**config.mk**
```make
export PLATFORM = sky130hd
export DESIGN_NAME = iir_scale_weight_filter_unit
export DESIGN_NICKNAME = d
export VERILOG_FILES = /design/src/rtl/core/iswf_pkg.sv /design/src/rtl/core/iswf_serial_mac.sv /design/src/rtl/core/iswf_weight.sv /design/src/rtl/core/iir_scale_weight_filter_unit.sv
export SDC_FILE = /design/constraint.sdc
export NUM_CORES = 2
export LEC_CHECK = 0
export BUFFER_PORTS_ARGS = -buffer_cell sky130_fd_sc_hd__buf_2
export CORE_AREA = 2 2 370 372
export CTS_CLUSTER_SIZE = 30
export DETAILED_ROUTE_END_ITERATION = 7
export DIE_AREA = 0 0 372 374
export PLACE_DENSITY = 0.52
export SLEW_MARGIN = 20
export SYNTH_ARGS = -nofsm -noshare
export SYNTH_HDL_FRONTEND = slang
export SYNTH_SLANG_ARGS = --single-unit
export TNS_END_PERCENT = 1
```
**constraint.sdc**
```tcl
create_clock -name aclk -period 12.9 [get_ports aclk]
set_input_delay 0.645 -clock aclk [delete_from_list [all_inputs] [get_ports aclk]]
set_output_delay 0.645 -clock aclk [all_outputs]
set_load 0.01 [all_outputs]
```
**src/rtl/core/iswf_pkg.sv**
```systemverilog
// Shared types and constants of the scale weight filter.
`default_nettype none

package iswf_pkg;

    // Field and register widths fixed by the block's interface.
    localparam int COEF_W      = 16;
    localparam int VALUE_W     = 16;
    localparam int GRAMS_W     = 15;
    localparam int HOLD_W      = 10;
    localparam int REG_IDX_W   = 3;
    localparam int CFG_DATA_W  = 16;
    localparam int M_TDATA_W   = 32;

    // Products summed by the serial multiply-accumulate: three folded numerator
    // taps followed by four feedback taps.
    localparam int NUM_TERMS   = 7;

    // Upper accumulator part of the serial MAC; the lower part is shifted out.
    localparam int ACC_HI_W    = COEF_W + 5;

    localparam int VALUE_MAX   = 32767;
    localparam int VALUE_MIN   = -32768;

    // Reset values of the configuration registers.
    localparam logic signed [COEF_W-1:0] NUM_OUTER_RST  = 16'sd2027;
    localparam logic signed [COEF_W-1:0] NUM_INNER_RST  = 16'sd8108;
    localparam logic signed [COEF_W-1:0] NUM_CENTER_RST = 16'sd12162;
    localparam logic signed [COEF_W-1:0] FB_ONE_RST     = -16'sd5843;
    localparam logic signed [COEF_W-1:0] FB_TWO_RST     = -16'sd8621;
    localparam logic signed [COEF_W-1:0] FB_THREE_RST   = -16'sd1254;
    localparam logic signed [COEF_W-1:0] FB_FOUR_RST    = -16'sd330;
    localparam logic [HOLD_W-1:0]        HOLD_BAND_RST  = 10'd25;

    typedef enum logic [REG_IDX_W-1:0] {
        REG_NUM_OUTER  = 3'd0,
        REG_NUM_INNER  = 3'd1,
        REG_NUM_CENTER = 3'd2,
        REG_FB_ONE     = 3'd3,
        REG_FB_TWO     = 3'd4,
        REG_FB_THREE   = 3'd5,
        REG_FB_FOUR    = 3'd6,
        REG_HOLD_BAND  = 3'd7
    } reg_index_t;

    // Grams scaling: grams = round(v * 30000 / (2046 * F)).
    localparam int GRAMS_SCALE     = 30000;
    localparam int GRAMS_DIV       = 2046;
    localparam int GRAMS_HALF      = 1023;
    localparam int GRAMS_MAX       = 32767;
    localparam int GRAMS_SAT_LIMIT = (GRAMS_MAX + 1) * GRAMS_DIV;
    localparam int DIV_IN_W        = 26;
    localparam int RECIP_SHIFT     = 37;
    localparam int RECIP_W         = 27;
    localparam logic [63:0] RECIP_FULL =
        ((64'd1 << RECIP_SHIFT) + 64'(GRAMS_DIV - 1)) / 64'(GRAMS_DIV);
    localparam logic [RECIP_W-1:0] GRAMS_RECIP = RECIP_FULL[RECIP_W-1:0];

    typedef struct packed {
        logic                      valid;
        logic signed [VALUE_W-1:0] filtered;
        logic [GRAMS_W-1:0]        grams;
    } result_t;

endpackage

`default_nettype wire

```
**src/rtl/core/iswf_serial_mac.sv**
```systemverilog
// Bit-serial multiply-accumulate over the seven filter products.
`default_nettype none

module iswf_serial_mac #(
    parameter int DATA_W = 16
) (
    input  logic                                      aclk,
    input  logic                                      aresetn,
    input  logic                                      start,
    input  logic signed [DATA_W-1:0]                  data_in [iswf_pkg::NUM_TERMS],
    input  logic signed [iswf_pkg::COEF_W-1:0]        coef    [iswf_pkg::NUM_TERMS],
    output logic                                      done,
    output logic signed [iswf_pkg::ACC_HI_W-1:0]      acc_hi,
    output logic [DATA_W-1:0]                         acc_lo
);

    localparam int CNT_W  = $clog2(DATA_W);
    localparam int PART_W = iswf_pkg::COEF_W + 4;
    localparam int HI_W   = iswf_pkg::ACC_HI_W;

    logic [DATA_W-1:0]        data_sr_reg [iswf_pkg::NUM_TERMS];
    logic signed [HI_W-1:0]   hi_reg;
    logic [DATA_W-1:0]        lo_reg;
    logic [CNT_W-1:0]         cnt_reg;
    logic                     busy_reg;
    logic                     done_reg;

    logic                     last_bit;
    logic signed [PART_W-1:0] term;
    logic signed [PART_W-1:0] partial;
    logic signed [HI_W:0]     sum;

    assign last_bit = (cnt_reg == CNT_W'(DATA_W - 1));

    // The data words go LSB first; the sign bit carries negative weight.
    always_comb begin
        partial = '0;
        term    = '0;
        for (int j = 0; j < iswf_pkg::NUM_TERMS; j++) begin
            term = PART_W'(coef[j]);
            if (data_sr_reg[j][0]) begin
                partial = last_bit ? partial - term : partial + term;
            end
        end
    end

    assign sum = (HI_W + 1)'(hi_reg) + (HI_W + 1)'(partial);

    always_ff @(posedge aclk) begin
        if (!aresetn) begin
            busy_reg <= 1'b0;
            done_reg <= 1'b0;
            cnt_reg  <= '0;
        end else begin
            done_reg <= 1'b0;
            if (start) begin
                busy_reg <= 1'b1;
                cnt_reg  <= '0;
                hi_reg   <= '0;
                lo_reg   <= '0;
                for (int j = 0; j < iswf_pkg::NUM_TERMS; j++) begin
                    data_sr_reg[j] <= data_in[j];
                end
            end else if (busy_reg) begin
                for (int j = 0; j < iswf_pkg::NUM_TERMS; j++) begin
                    data_sr_reg[j] <= data_sr_reg[j] >> 1;
                end
                lo_reg  <= {sum[0], lo_reg[DATA_W-1:1]};
                hi_reg  <= sum[HI_W:1];
                cnt_reg <= cnt_reg + CNT_W'(1);
                if (last_bit) begin
                    busy_reg <= 1'b0;
                    done_reg <= 1'b1;
                end
            end
        end
    end

    assign done   = done_reg;
    assign acc_hi = hi_reg;
    assign acc_lo = lo_reg;

endmodule

`default_nettype wire

```
**src/rtl/core/iswf_weight.sv**
```systemverilog
// Rounding, saturation, piecewise grams scaling and hold band.
`default_nettype none

module iswf_weight #(
    parameter int ACC_W           = 37,
    parameter int COEF_FRAC_BITS  = 14,
    parameter int VALUE_FRAC_BITS = 4
) (
    input  logic                              aclk,
    input  logic                              aresetn,
    input  logic                              acc_valid,
    input  logic signed [ACC_W-1:0]           acc,
    input  logic [iswf_pkg::HOLD_W-1:0]       hold_band,
    output iswf_pkg::result_t                 result
);

    localparam int RND_W  = ACC_W + 1;
    localparam int D_W    = 20;
    localparam int DX_W   = D_W + 4;
    localparam int V_W    = 17;
    localparam int PROD_W = 32;
    localparam int MUL_W  = iswf_pkg::DIV_IN_W + iswf_pkg::RECIP_W;
    localparam int G_W    = iswf_pkg::GRAMS_W;
    localparam int F_VAL  = 1 << VALUE_FRAC_BITS;

    localparam logic signed [RND_W-1:0] RND_HALF = RND_W'(1) << (COEF_FRAC_BITS - 1);
    localparam logic signed [RND_W-1:0] Y_MAX    = RND_W'(iswf_pkg::VALUE_MAX);
    localparam logic signed [RND_W-1:0] Y_MIN    = RND_W'(iswf_pkg::VALUE_MIN);

    // Stage 1: round half up and saturate.
    logic signed [RND_W-1:0]              rnd;
    logic signed [RND_W-1:0]              shifted;
    logic signed [iswf_pkg::VALUE_W-1:0]  y1_next;
    logic signed [iswf_pkg::VALUE_W-1:0]  y1_reg;
    logic                                 v1_reg;

    assign rnd     = RND_W'(acc) + RND_HALF;
    assign shifted = rnd >>> COEF_FRAC_BITS;

    always_comb begin
        if (shifted > Y_MAX) begin
            y1_next = iswf_pkg::VALUE_W'(iswf_pkg::VALUE_MAX);
        end else if (shifted < Y_MIN) begin
            y1_next = iswf_pkg::VALUE_W'(iswf_pkg::VALUE_MIN);
        end else begin
            y1_next = shifted[iswf_pkg::VALUE_W-1:0];
        end
    end

    // Stage 2: remove the 9.5 count offset and double, force small values to zero, pick the segment, scale by 30000.
    logic signed [D_W-1:0]   d2;
    logic signed [DX_W-1:0]  d2x10;
    logic                    zero2_next;
    logic signed [D_W-1:0]   off_add;
    logic signed [D_W-1:0]   v_full;
    logic [V_W-1:0]          v_u;
    logic [PROD_W-1:0]       prod2_next;
    logic [PROD_W-1:0]       prod2_reg;
    logic                    zero2_reg;
    logic signed [iswf_pkg::VALUE_W-1:0] y2_reg;
    logic                    v2_reg;

    assign d2         = (D_W'(y1_reg) <<< 1) - D_W'(19 * F_VAL);
    assign d2x10      = DX_W'(d2) * DX_W'(10);
    assign zero2_next = (d2x10 <= DX_W'(2 * F_VAL));

    always_comb begin
        if (d2 < D_W'(60 * F_VAL)) begin
            off_add = D_W'(4 * F_VAL);
        end else if (d2 > D_W'(200 * F_VAL)) begin
            off_add = D_W'(20 * F_VAL);
        end else begin
            off_add = D_W'(10 * F_VAL);
        end
    end

    assign v_full     = d2 + off_add;
    assign v_u        = zero2_next ? '0 : v_full[V_W-1:0];
    assign prod2_next = PROD_W'(v_u) * PROD_W'(iswf_pkg::GRAMS_SCALE);

    // Stage 3: divide by 2046*F through the fraction shift and a reciprocal.
    logic [PROD_W-1:0]  np;
    logic               sat3_next;
    logic [MUL_W-1:0]   mul3_next;
    logic [MUL_W-1:0]   mul3_reg;
    logic               sat3_reg;
    logic               zero3_reg;
    logic signed [iswf_pkg::VALUE_W-1:0] y3_reg;
    logic               v3_reg;

    assign np        = (prod2_reg >> VALUE_FRAC_BITS) + PROD_W'(iswf_pkg::GRAMS_HALF);
    assign sat3_next = (np >= PROD_W'(iswf_pkg::GRAMS_SAT_LIMIT));
    assign mul3_next = MUL_W'(np[iswf_pkg::DIV_IN_W-1:0]) * MUL_W'(iswf_pkg::GRAMS_RECIP);

    // Stage 4: saturate grams and apply the hold band.
    logic [G_W-1:0]  grams_raw;
    logic [G_W:0]    last_plus;
    logic [G_W:0]    grams_plus;
    logic            keep;
    logic [G_W-1:0]  grams_final;
    logic [G_W-1:0]  last_weight_reg;
    iswf_pkg::result_t result_reg;

    always_comb begin
        if (zero3_reg) begin
            grams_raw = '0;
        end else if (sat3_reg) begin
            grams_raw = G_W'(iswf_pkg::GRAMS_MAX);
        end else begin
            grams_raw = mul3_reg[iswf_pkg::RECIP_SHIFT+G_W-1:iswf_pkg::RECIP_SHIFT];
        end
    end

    assign last_plus   = (G_W + 1)'(last_weight_reg) + (G_W + 1)'(hold_band);
    assign grams_plus  = (G_W + 1)'(grams_raw) + (G_W + 1)'(hold_band);
    assign keep        = ((G_W + 1)'(grams_raw) < last_plus) &&
                         (grams_plus > (G_W + 1)'(last_weight_reg));
    assign grams_final = keep ? last_weight_reg : grams_raw;

    always_ff @(posedge aclk) begin
        if (!aresetn) begin
            v1_reg           <= 1'b0;
            v2_reg           <= 1'b0;
            v3_reg           <= 1'b0;
            result_reg.valid <= 1'b0;
            last_weight_reg  <= '0;
        end else begin
            v1_reg           <= acc_valid;
            v2_reg           <= v1_reg;
            v3_reg           <= v2_reg;
            result_reg.valid <= v3_reg;
            if (acc_valid) begin
                y1_reg <= y1_next;
            end
            if (v1_reg) begin
                prod2_reg <= prod2_next;
                zero2_reg <= zero2_next;
                y2_reg    <= y1_reg;
            end
            if (v2_reg) begin
                mul3_reg  <= mul3_next;
                sat3_reg  <= sat3_next;
                zero3_reg <= zero2_reg;
                y3_reg    <= y2_reg;
            end
            if (v3_reg) begin
                result_reg.filtered <= y3_reg;
                result_reg.grams    <= grams_final;
                last_weight_reg     <= grams_final;
            end
        end
    end

    assign result = result_reg;

endmodule

`default_nettype wire

```
**src/rtl/core/iir_scale_weight_filter_unit.sv**
```systemverilog
// Top level of the load-cell IIR filter and weight readout.
//
// Usage: each item on the slave stream (s_tvalid/s_tready/s_tdata) carries one
// unsigned converter sample. For every item the block returns one item on the
// master stream holding the filtered value in 1/16 counts and the held weight
// in grams. The filter is a fourth-order direct form I low-pass whose seven
// products (three folded numerator taps, four feedback taps) are summed by a
// bit-serial multiply-accumulate, one data bit per cycle. A four-stage
// pipeline then rounds, saturates and converts to grams. An item can be
// accepted in the cycle after the previous result is loaded into the output
// register; no new item is taken while one is in the MAC or the pipeline
// or while its result waits to be loaded.
// The output register separates the two sides: a new item may be accepted while
// the last result waits for m_tready. If the receiver still holds the previous
// result when a new one is ready, the block waits until that result is taken.
// Reset clears the filter histories and the held weight and restores the
// default coefficients and hold band. Registers are written through the
// cfg_wr_en/cfg_index/cfg_wr_data port; the user must do so only while no item
// is in flight, as the block itself does not enforce it.
`default_nettype none

module iir_scale_weight_filter_unit #(
    parameter int SAMPLE_BITS     = 10,
    parameter int COEF_FRAC_BITS  = 14,
    parameter int VALUE_FRAC_BITS = 4
) (
    input  logic                                 aclk,
    input  logic                                 aresetn,
    input  logic                                 s_tvalid,
    output logic                                 s_tready,
    // Bits from the lowest: adc_sample, then zero fill.
    input  logic [((SAMPLE_BITS + 7) / 8) * 8 - 1:0] s_tdata,
    output logic                                 m_tvalid,
    input  logic                                 m_tready,
    // Bits from the lowest: filtered_value [15:0], weight_grams [30:16], zero.
    output logic [iswf_pkg::M_TDATA_W-1:0]       m_tdata,
    input  logic                                 cfg_wr_en,
    input  logic [iswf_pkg::REG_IDX_W-1:0]       cfg_index,
    input  logic [iswf_pkg::CFG_DATA_W-1:0]      cfg_wr_data
);

    // The numerator operands carry the value fraction and a sign bit; the
    // serial word must also hold a full filtered value.
    localparam int NUM_OPND_W = SAMPLE_BITS + 2 + VALUE_FRAC_BITS;
    localparam int MAC_W      = (NUM_OPND_W > iswf_pkg::VALUE_W) ?
                                NUM_OPND_W : iswf_pkg::VALUE_W;
    localparam int ACC_W      = iswf_pkg::ACC_HI_W + MAC_W;
    localparam int CW         = iswf_pkg::COEF_W;
    localparam int VW         = iswf_pkg::VALUE_W;
    localparam int TAPS       = 4;

    typedef enum logic [1:0] {
        ST_IDLE,
        ST_BUSY,
        ST_OUT
    } state_t;

    // Configuration registers.
    logic signed [CW-1:0]              num_outer_reg;
    logic signed [CW-1:0]              num_inner_reg;
    logic signed [CW-1:0]              num_center_reg;
    logic signed [CW-1:0]              fb_one_reg;
    logic signed [CW-1:0]              fb_two_reg;
    logic signed [CW-1:0]              fb_three_reg;
    logic signed [CW-1:0]              fb_four_reg;
    logic [iswf_pkg::HOLD_W-1:0]       hold_band_reg;

    always_ff @(posedge aclk) begin
        if (!aresetn) begin
            num_outer_reg  <= iswf_pkg::NUM_OUTER_RST;
            num_inner_reg  <= iswf_pkg::NUM_INNER_RST;
            num_center_reg <= iswf_pkg::NUM_CENTER_RST;
            fb_one_reg     <= iswf_pkg::FB_ONE_RST;
            fb_two_reg     <= iswf_pkg::FB_TWO_RST;
            fb_three_reg   <= iswf_pkg::FB_THREE_RST;
            fb_four_reg    <= iswf_pkg::FB_FOUR_RST;
            hold_band_reg  <= iswf_pkg::HOLD_BAND_RST;
        end else if (cfg_wr_en) begin
            unique case (iswf_pkg::reg_index_t'(cfg_index))
                iswf_pkg::REG_NUM_OUTER:  num_outer_reg  <= cfg_wr_data;
                iswf_pkg::REG_NUM_INNER:  num_inner_reg  <= cfg_wr_data;
                iswf_pkg::REG_NUM_CENTER: num_center_reg <= cfg_wr_data;
                iswf_pkg::REG_FB_ONE:     fb_one_reg     <= cfg_wr_data;
                iswf_pkg::REG_FB_TWO:     fb_two_reg     <= cfg_wr_data;
                iswf_pkg::REG_FB_THREE:   fb_three_reg   <= cfg_wr_data;
                iswf_pkg::REG_FB_FOUR:    fb_four_reg    <= cfg_wr_data;
                iswf_pkg::REG_HOLD_BAND:
                    hold_band_reg <= cfg_wr_data[iswf_pkg::HOLD_W-1:0];
                default: ;
            endcase
        end
    end

    // Control and the output register.
    state_t                         state_reg;
    logic                           m_tvalid_reg;
    logic [iswf_pkg::M_TDATA_W-1:0] m_tdata_reg;
    logic                           in_accept;
    logic                           out_free;
    iswf_pkg::result_t              result;

    assign s_tready  = (state_reg == ST_IDLE);
    assign in_accept = s_tvalid && s_tready;
    assign out_free  = !m_tvalid_reg || m_tready;

    always_ff @(posedge aclk) begin
        if (!aresetn) begin
            state_reg    <= ST_IDLE;
            m_tvalid_reg <= 1'b0;
        end else begin
            // While a result waits to be loaded, the load below owns m_tvalid.
            if (m_tvalid_reg && m_tready && (state_reg != ST_OUT)) begin
                m_tvalid_reg <= 1'b0;
            end
            unique case (state_reg)
                ST_IDLE: begin
                    if (in_accept) begin
                        state_reg <= ST_BUSY;
                    end
                end
                ST_BUSY: begin
                    if (result.valid) begin
                        state_reg <= ST_OUT;
                    end
                end
                ST_OUT: begin
                    if (out_free) begin
                        m_tvalid_reg <= 1'b1;
                        m_tdata_reg  <= {1'b0, result.grams, result.filtered};
                        state_reg    <= ST_IDLE;
                    end
                end
                default: state_reg <= ST_IDLE;
            endcase
        end
    end

    assign m_tvalid = m_tvalid_reg;
    assign m_tdata  = m_tdata_reg;

    // Filter histories, newest first.
    logic [SAMPLE_BITS-1:0] in_hist_reg  [TAPS];
    logic signed [VW-1:0]   out_hist_reg [TAPS];
    logic [SAMPLE_BITS-1:0] sample;

    assign sample = s_tdata[SAMPLE_BITS-1:0];

    always_ff @(posedge aclk) begin
        if (!aresetn) begin
            for (int i = 0; i < TAPS; i++) begin
                in_hist_reg[i]  <= '0;
                out_hist_reg[i] <= '0;
            end
        end else begin
            if (in_accept) begin
                for (int i = TAPS - 1; i > 0; i--) begin
                    in_hist_reg[i] <= in_hist_reg[i-1];
                end
                in_hist_reg[0] <= sample;
            end
            if (result.valid) begin
                for (int i = TAPS - 1; i > 0; i--) begin
                    out_hist_reg[i] <= out_hist_reg[i-1];
                end
                out_hist_reg[0] <= result.filtered;
            end
        end
    end

    // Operands of the serial MAC. The symmetric numerator is folded so that
    // equal coefficients share one product; the numerator side is scaled up by
    // the value fraction before it meets the feedback side.
    logic [SAMPLE_BITS:0]          sum_outer;
    logic [SAMPLE_BITS:0]          sum_inner;
    logic signed [MAC_W-1:0]       mac_data [iswf_pkg::NUM_TERMS];
    logic signed [CW-1:0]          mac_coef [iswf_pkg::NUM_TERMS];

    assign sum_outer = (SAMPLE_BITS + 1)'(sample) + (SAMPLE_BITS + 1)'(in_hist_reg[3]);
    assign sum_inner = (SAMPLE_BITS + 1)'(in_hist_reg[0]) + (SAMPLE_BITS + 1)'(in_hist_reg[2]);

    assign mac_data[0] = MAC_W'(sum_outer) << VALUE_FRAC_BITS;
    assign mac_data[1] = MAC_W'(sum_inner) << VALUE_FRAC_BITS;
    assign mac_data[2] = MAC_W'(in_hist_reg[1]) << VALUE_FRAC_BITS;
    assign mac_data[3] = MAC_W'(out_hist_reg[0]);
    assign mac_data[4] = MAC_W'(out_hist_reg[1]);
    assign mac_data[5] = MAC_W'(out_hist_reg[2]);
    assign mac_data[6] = MAC_W'(out_hist_reg[3]);

    assign mac_coef[0] = num_outer_reg;
    assign mac_coef[1] = num_inner_reg;
    assign mac_coef[2] = num_center_reg;
    assign mac_coef[3] = fb_one_reg;
    assign mac_coef[4] = fb_two_reg;
    assign mac_coef[5] = fb_three_reg;
    assign mac_coef[6] = fb_four_reg;

    logic                                  mac_done;
    logic signed [iswf_pkg::ACC_HI_W-1:0]  mac_acc_hi;
    logic [MAC_W-1:0]                      mac_acc_lo;
    logic signed [ACC_W-1:0]               mac_acc;

    iswf_serial_mac #(
        .DATA_W (MAC_W)
    ) u_mac (
        .aclk    (aclk),
        .aresetn (aresetn),
        .start   (in_accept),
        .data_in (mac_data),
        .coef    (mac_coef),
        .done    (mac_done),
        .acc_hi  (mac_acc_hi),
        .acc_lo  (mac_acc_lo)
    );

    assign mac_acc = {mac_acc_hi, mac_acc_lo};

    iswf_weight #(
        .ACC_W           (ACC_W),
        .COEF_FRAC_BITS  (COEF_FRAC_BITS),
        .VALUE_FRAC_BITS (VALUE_FRAC_BITS)
    ) u_weight (
        .aclk      (aclk),
        .aresetn   (aresetn),
        .acc_valid (mac_done),
        .acc       (mac_acc),
        .hold_band (hold_band_reg),
        .result    (result)
    );

endmodule

`default_nettype wire
```
; ---- Word level (Yosys, flattened, before mapping)
; Memory sizes are Yosys's and may differ from the RTL's.
; Index checks and enable logic that the tools add are counted.
[word_totals]
register_bits = 380
ramBits = 216
inputBits = 40
out_inout_bits = 34
elab_cells = 185
n_memories = 3
[classes]
addsub = 23
multipliers = 3
n_lt_le_gt_ge = 8
n_eq_ne = 14
mux = 60
bitwise = 17
n_reduce_logical = 26
[memory_table]
columns = name, depth, word_bits, read_ports, rd_ports_with_merged_regs, wr, line_no
row1 = u_mac.data_sr_reg, 7, 16, 7, 0, 7, iswf_serial_mac.sv:21  ; logic [DATA_W-1:0] data_sr_reg [iswf_pkg::NUM_TERMS];
row2 = out_hist_reg, 4, 16, 4, 0, 4, iir_scale_weight_filter_unit.sv:143  ; logic signed [VW-1:0] out_hist_reg [TAPS];
row3 = in_hist_reg, 4, 10, 4, 0, 4, iir_scale_weight_filter_unit.sv:142  ; logic [SAMPLE_BITS-1:0] in_hist_reg [TAPS];
[op_table]
columns = operator, n
row1 = $mux W20, 14
row2 = $mux W16, 13
row3 = $add A20 B16 Y20, 6
row4 = $sub A20 B16 Y20, 6
row5 = $mul A26 B27 Y52 const B, 1
row6 = $mux W15, 3
row7 = $mux W10, 4
row8 = $add A37 B15 Y38 const B, 1
row9 = $add A15 B10 Y16, 2
row10 = $ge A32 B26 Y1 const B, 1
row11 = $add A28 B10 Y29 const B, 1
row12 = $mul A17 B11 Y28 const B, 1
row13 = $reduce_and A2 Y1, 13
row14 = $gt A24 B16 Y1 const B, 1
row15 = $le A24 B7 Y1 const B, 1
row16 = $lt A24 B16 Y1 const B, 1
row17 = $add A10 B10 Y11, 2
row18 = $add A21 B20 Y22, 1
row19 = $mul A18 B4 Y22 const B, 1
row20 = $mux W21, 1
row21 = $gt A18 B13 Y1 const B, 1
row22 = $lt A18 B11 Y1 const B, 1
row23 = $mux W1, 18
row24 = $mux W9, 2
row25 = other kinds (28), 55

; ---- Depth between registers and ports, before layout
[depth]
depth_word = 23
depth_mapped = 70

; ---- By module
; Synthesis repeated with hierarchy kept, for this count alone.
[hier_totals]
hier_cells = 4490
hier_area_um2 = 42958.7
[by_module_without_submodules]
columns = mod, n_inst, cells_each, area_each_um2, seq_area_each_um2
row1 = iswf_serial_mac, 1, 1985, 17125.2, 4544.4
row2 = iswf_weight, 1, 1569, 15613.7, 4103.9
row3 = iir_scale_weight_filter_unit, 1, 936, 10219.8, 6556.3

; ---- Worst setup path after synthesis
; No wires, ideal clock.
[synth_timing]
kind = register to register
startpoint = register u_mac.cnt_reg[0]
endpoint = register u_mac.hi_reg[19] (netlist: u_mac.acc_hi[19]) (data pin)
setup_time_ns = 0.266
arrival_ns = 12.788
setup_slack_ns = -0.154
stages_incl_launch_ff = 69
n_path_buf = 8
synth_period_minus_slack_ns = 13.054
path_cell_list = dfxtp_1 > ha_1 > and3_1 > clkbuf_1 > clkbuf_1 > clkbuf_1 > buf_1 > clkbuf_1 > buf_1 > nor2_1 > xnor2_1 > ha_1 > o21a_1 > or2_2 > nand2_1 > a21oi_1 > or2_2 > a21o_1 > (+33 left out) > inv_1 > o31ai_2 > xnor2_1 > a21oi_1 > ha_1 > nand2_1 > o31ai_1 > nor2_1 > nand3b_1 > xnor3_1 > xnor2_1 > xnor2_1 > xnor2_1 > ha_1 > a21oi_1 > o21ai_0 > xnor2_1 > nor2_1
[synth_between]
elab_chain_cells = 23
[synth_lines]
columns = item, line_no
row1 = start: declaration, iswf_serial_mac.sv:24  ; logic [CNT_W-1:0] cnt_reg;
row2 = start signal: assignment, iswf_serial_mac.sv:70  ; cnt_reg <= cnt_reg + CNT_W'(1);
row3 = $eq A4 B4 Y1 *, iswf_serial_mac.sv:33  ; assign last_bit = (cnt_reg == CNT_W'(DATA_W - 1));
row4 = $mux W20, iswf_serial_mac.sv:42  ; partial = last_bit ? partial - term : partial + term;
row5 = $mux W20, iswf_serial_mac.sv:41  ; if (data_sr_reg[j][0]) begin
row6 = $add A20 B16 Y20 or $sub A20 B16 Y20 (tied branches), iswf_serial_mac.sv:42
row7 = $mux W20, iswf_serial_mac.sv:42
row8 = $mux W20, iswf_serial_mac.sv:41
row9 = $add A20 B16 Y20 or $sub A20 B16 Y20 (tied branches), iswf_serial_mac.sv:42
row10 = $mux W20, iswf_serial_mac.sv:42
row11 = (+7 left out), --
row12 = $add A20 B16 Y20 or $sub A20 B16 Y20 (tied branches), iswf_serial_mac.sv:42
row13 = $mux W20, iswf_serial_mac.sv:42
row14 = $mux W20, iswf_serial_mac.sv:41
row15 = $add A20 B16 Y20 or $sub A20 B16 Y20 (tied branches), iswf_serial_mac.sv:42
row16 = $mux W20, iswf_serial_mac.sv:42
row17 = $mux W20 *, iswf_serial_mac.sv:41
row18 = $add A21 B20 Y22 *, iswf_serial_mac.sv:47  ; assign sum = (HI_W + 1)'(hi_reg) + (HI_W + 1)'(partial);
row19 = $mux W21 *, iswf_serial_mac.sv:64  ; end else if (busy_reg) begin
row20 = end signal: assignment, iswf_serial_mac.sv:69  ; hi_reg <= sum[HI_W:1];
row21 = end: declaration, iswf_serial_mac.sv:22  ; logic signed [HI_W-1:0] hi_reg;
; Every way passes the cells marked *; elsewhere a longest branch is shown, timed or not. The select of a mux whose other input is x is not followed.
; A chain may end at the register's enable or synchronous reset.

; ---- Worst setup path in the final report
; Ends and elaborated chain as after synthesis.

==> out/results.ini <==
[clock_network]
cts.path.max_buffers=3
cts_buffers=61
cts_sinks=541
root_buffer=clkbuf_16
clk_latency_ns=0.67
cts_tree=yes
clk_pin_slew_ns=0.06
holdBufCountCts=0
htreeDepth=2

[pwr]
ir_worst_vdd_mv=0.106
netSwitchingFraction_pct=32.6
p_leak_nw=19.2
switchingPower_mw=1.90
power.share.sequential_pct=35.9
power_frac_comb_pct=33.2
internal_power_mw=3.93
clockPowerShare_pct=30.9
finalPower_mw=5.83
power.density_mw_per_mm2=129

[synthesis]
ys_seq_elements=541
synth-main-ff-cell=edfxtp_1
synth.area.top_cells=edfxtp_1 (29%), ha_1 (14%), dfxtp_1 (7.6%)
synth_mux_area_share_pct=2.85
synthAdderAreaFrac_pct=19.0
yosysTopAreaCell=edfxtp_1
synthSimpleGateAreaFrac_pct=15.9
yosys_warnings=0
yosysSeqAreaShare_pct=36.6
syn_avg_cell_area_sq_um=9.54
synth_nets=4817
syn_area_sq_mm=0.0403
synth_edf_count=389
syn_inst=4221
async_flop_share_pct=0
synth_xor_area_share_pct=7.76
synth_top_area_share_pct=29.0
synth_top_family_by_area=adder cells
synth-compound-area-share_pct=13.4
synth_cell_types=91

[global_routing]
grt_overflow=0
grt_util_all_layers_pct=14.1
first_global_vias=29200
grt_pass1_wl_um=159000
grt_antenna_before_repair=0
grt_max_degree=184

[timing]
worstMarginPinSlew_ns=1.07
relSlewSlack_pct=28.6
fin_tns_setup_ns=0
fin_skew_ns=0.0254
finalWorstSetupSlack_ns=0.753
timing.final.crit_share_pct=94.2
hold_viol=0
fmax_mhz=82.3
slew_violations=0
min_period_ns=12.15
setup_violations=0
hold-worst-slack_ns=0.316

[run_status]
outcome=complete, no violations

[critical_path]
cp.required_ns=13.30
cpPeakStageDelay_ns=0.52
cp_max_fo=4
crit_slowest_cell=or4_1
crit_path_frequent_cell=ha_1
cp-start-kind=flop
critPathKind=reg2reg
r2r-start=u_mac.cnt_reg[0]
cp-startpoint=u_mac.cnt_reg[0]
cp.arrival_ns=12.55
worst_setup_path_end_kind=flop

[run]
drv_cap=0

[floorplanning]
die-height_um=374
die_x_um=372
rows=135
start_util_pct=29.8
dieArea_sq_mm=0.139
core_area_sq_mm=0.135
ioPinCount=74

[cells_and_area]
final_nets=4861
largest_register_ffs=108
syn_to_final_growth_pct=11.9
multi_input_area_sq_mm=0.0239
final_util_pct=33.4
seq_area_sq_mm=0.0147
layout-drive-gt1-share_pct=8.48
diodes=0
fillers=13800

[placement]
hpwlAfterDp_um=72700
routabilityCongestion=0.854
io_buffers=66
dp_slack_ns=0.464

[worst_hold_path]
hp-start=s_tdata[4]
hp-class=in2reg

[detailed_routing]
final_antenna_net_count=0
detail_route.vias_per_cell=4.87
vias=29700
wl_per_cell_um=16.2
first_iter_violations=1503
drc=0
first_pass_iters=5
wirelength_um=98900

==> Yosys cell counts, drive strengths merged (14+ instances only) <==
cell      n
dfxtp   152
and2     52
a22o     35
nand3b   17
a31oi    14
a21boi   75
nor4     21
nand2b   37
or3      31
nor3     67
o21bai   58
o21a     28
edfxtp  389
clkbuf  135
mux2i    43
mux2     63
xor2    108
a21oi   262
o211ai   21
nor2    296
nand2   449
and3    131
o41ai    15
buf      16
nand3   133
a21o     59
fa       90
nor2b    44
xnor2   246
nand4    27
ha      466
o21ai   157
inv     328
o31ai    36
==> path summary, 6_finish.rpt <==
kind / endpoint / slack (ns) / cells after the start
setup / recovery: u_mac.acc_hi[19] / 0.75 / 59
hold / removal: in_hist_reg[0][4] / 0.32 / 2
setup reg to reg: u_mac.acc_hi[19] / 0.75 / 59
hold reg to reg: u_weight.y3_reg[4] / 0.41 / 0
==> cell usage in the layout, fill, tap and decap left out, types with 59 or more instances in the layout <==
cell,count
nand2_1,447
a21boi_0,74
fa_1,90
a21o_1,59
edfxtp_1,389
nand3_1,130
mux2_2,62
buf_4,63
nor2_1,295
inv_1,326
and3_1,128
dfxtp_1,151
xnor2_1,244
nor3_1,65
xor2_1,108
buf_2,65
o21ai_0,149
clkbuf_16,62
ha_1,463
a21oi_1,256
==> power groups by stage <==
stage          clock network [mW]  registers, mW  logic, mW
6_report                     1.80           2.09       1.93
4_1_cts                      1.86           2.09       1.89
2_1_floorplan                   0           2.10       1.50
3_3_place_gp                    0           2.13       1.85
5_1_grt                      1.92           2.10       2.19
3_5_place_dp                    0           2.13       1.87
==> area by class of cell <==
| cell class | instances | area share, % |
|---|---|---|
| Multi-Input combinational cell | 3200 | 53.1 |
| Clock buffer | 79 | 3.65 |
| Inverter | 329 | 2.75 |
| Tap cell | 1781 | 4.95 |
| Clock inverter | 37 | 0.956 |
| Sequential cell | 541 | 32.7 |
| Timing Repair Buffer | 132 | 1.91 |
==> repair_timing <==
item,4_1_cts,5_1_grt
buffers inserted,0,12
setup endpoints to repair,0,3
gates resized for setup,0,38
==> routing by layer <==
layer,track usage (%),wire (um),up-vias
li1,-,-,15000
met1,18.6,46000,14200
met2,24.4,48000,379
met3,1.43,2800,108
met4,3.54,2110,0
met5,0,0,-
==> metrics by stage <==
step | area (sq um) | std cells
floorplan | 40300 | 4221
global placement | 42700 | 5970
detailed placement | 42700 | 5970
CTS | 44800 | 6086
global route | 45000 | 6099
finish | 45000 | 6099
==> kinds of logic (layout without fill, tap and decap cells) <==
family | count (synthesis) | in the layout
AND/OR/NAND/NOR | 1349 | 1349
AO/OA/AOI/OAI | 833 | 833
adder cells (fa/ha/maj) | 556 | 556
flip-flops | 541 | 541
buffers and inverters | 480 | 577
XOR/XNOR | 355 | 355
multiplexers | 106 | 106
other | 1 | 1
==> critical path, delay by kind of cell (launching register included) <==
kind,cells,cell delay (ns)
AND/OR/NAND/NOR,22,4.17
adder cells (fa/ha/maj),8,2.40
AO/OA/AOI/OAI,12,1.91
XOR/XNOR,10,1.69
multiplexers,5,1.24
flip-flops,1,0.33
buffers and inverters,2,0.15
(Power assumes the default switching activity.)
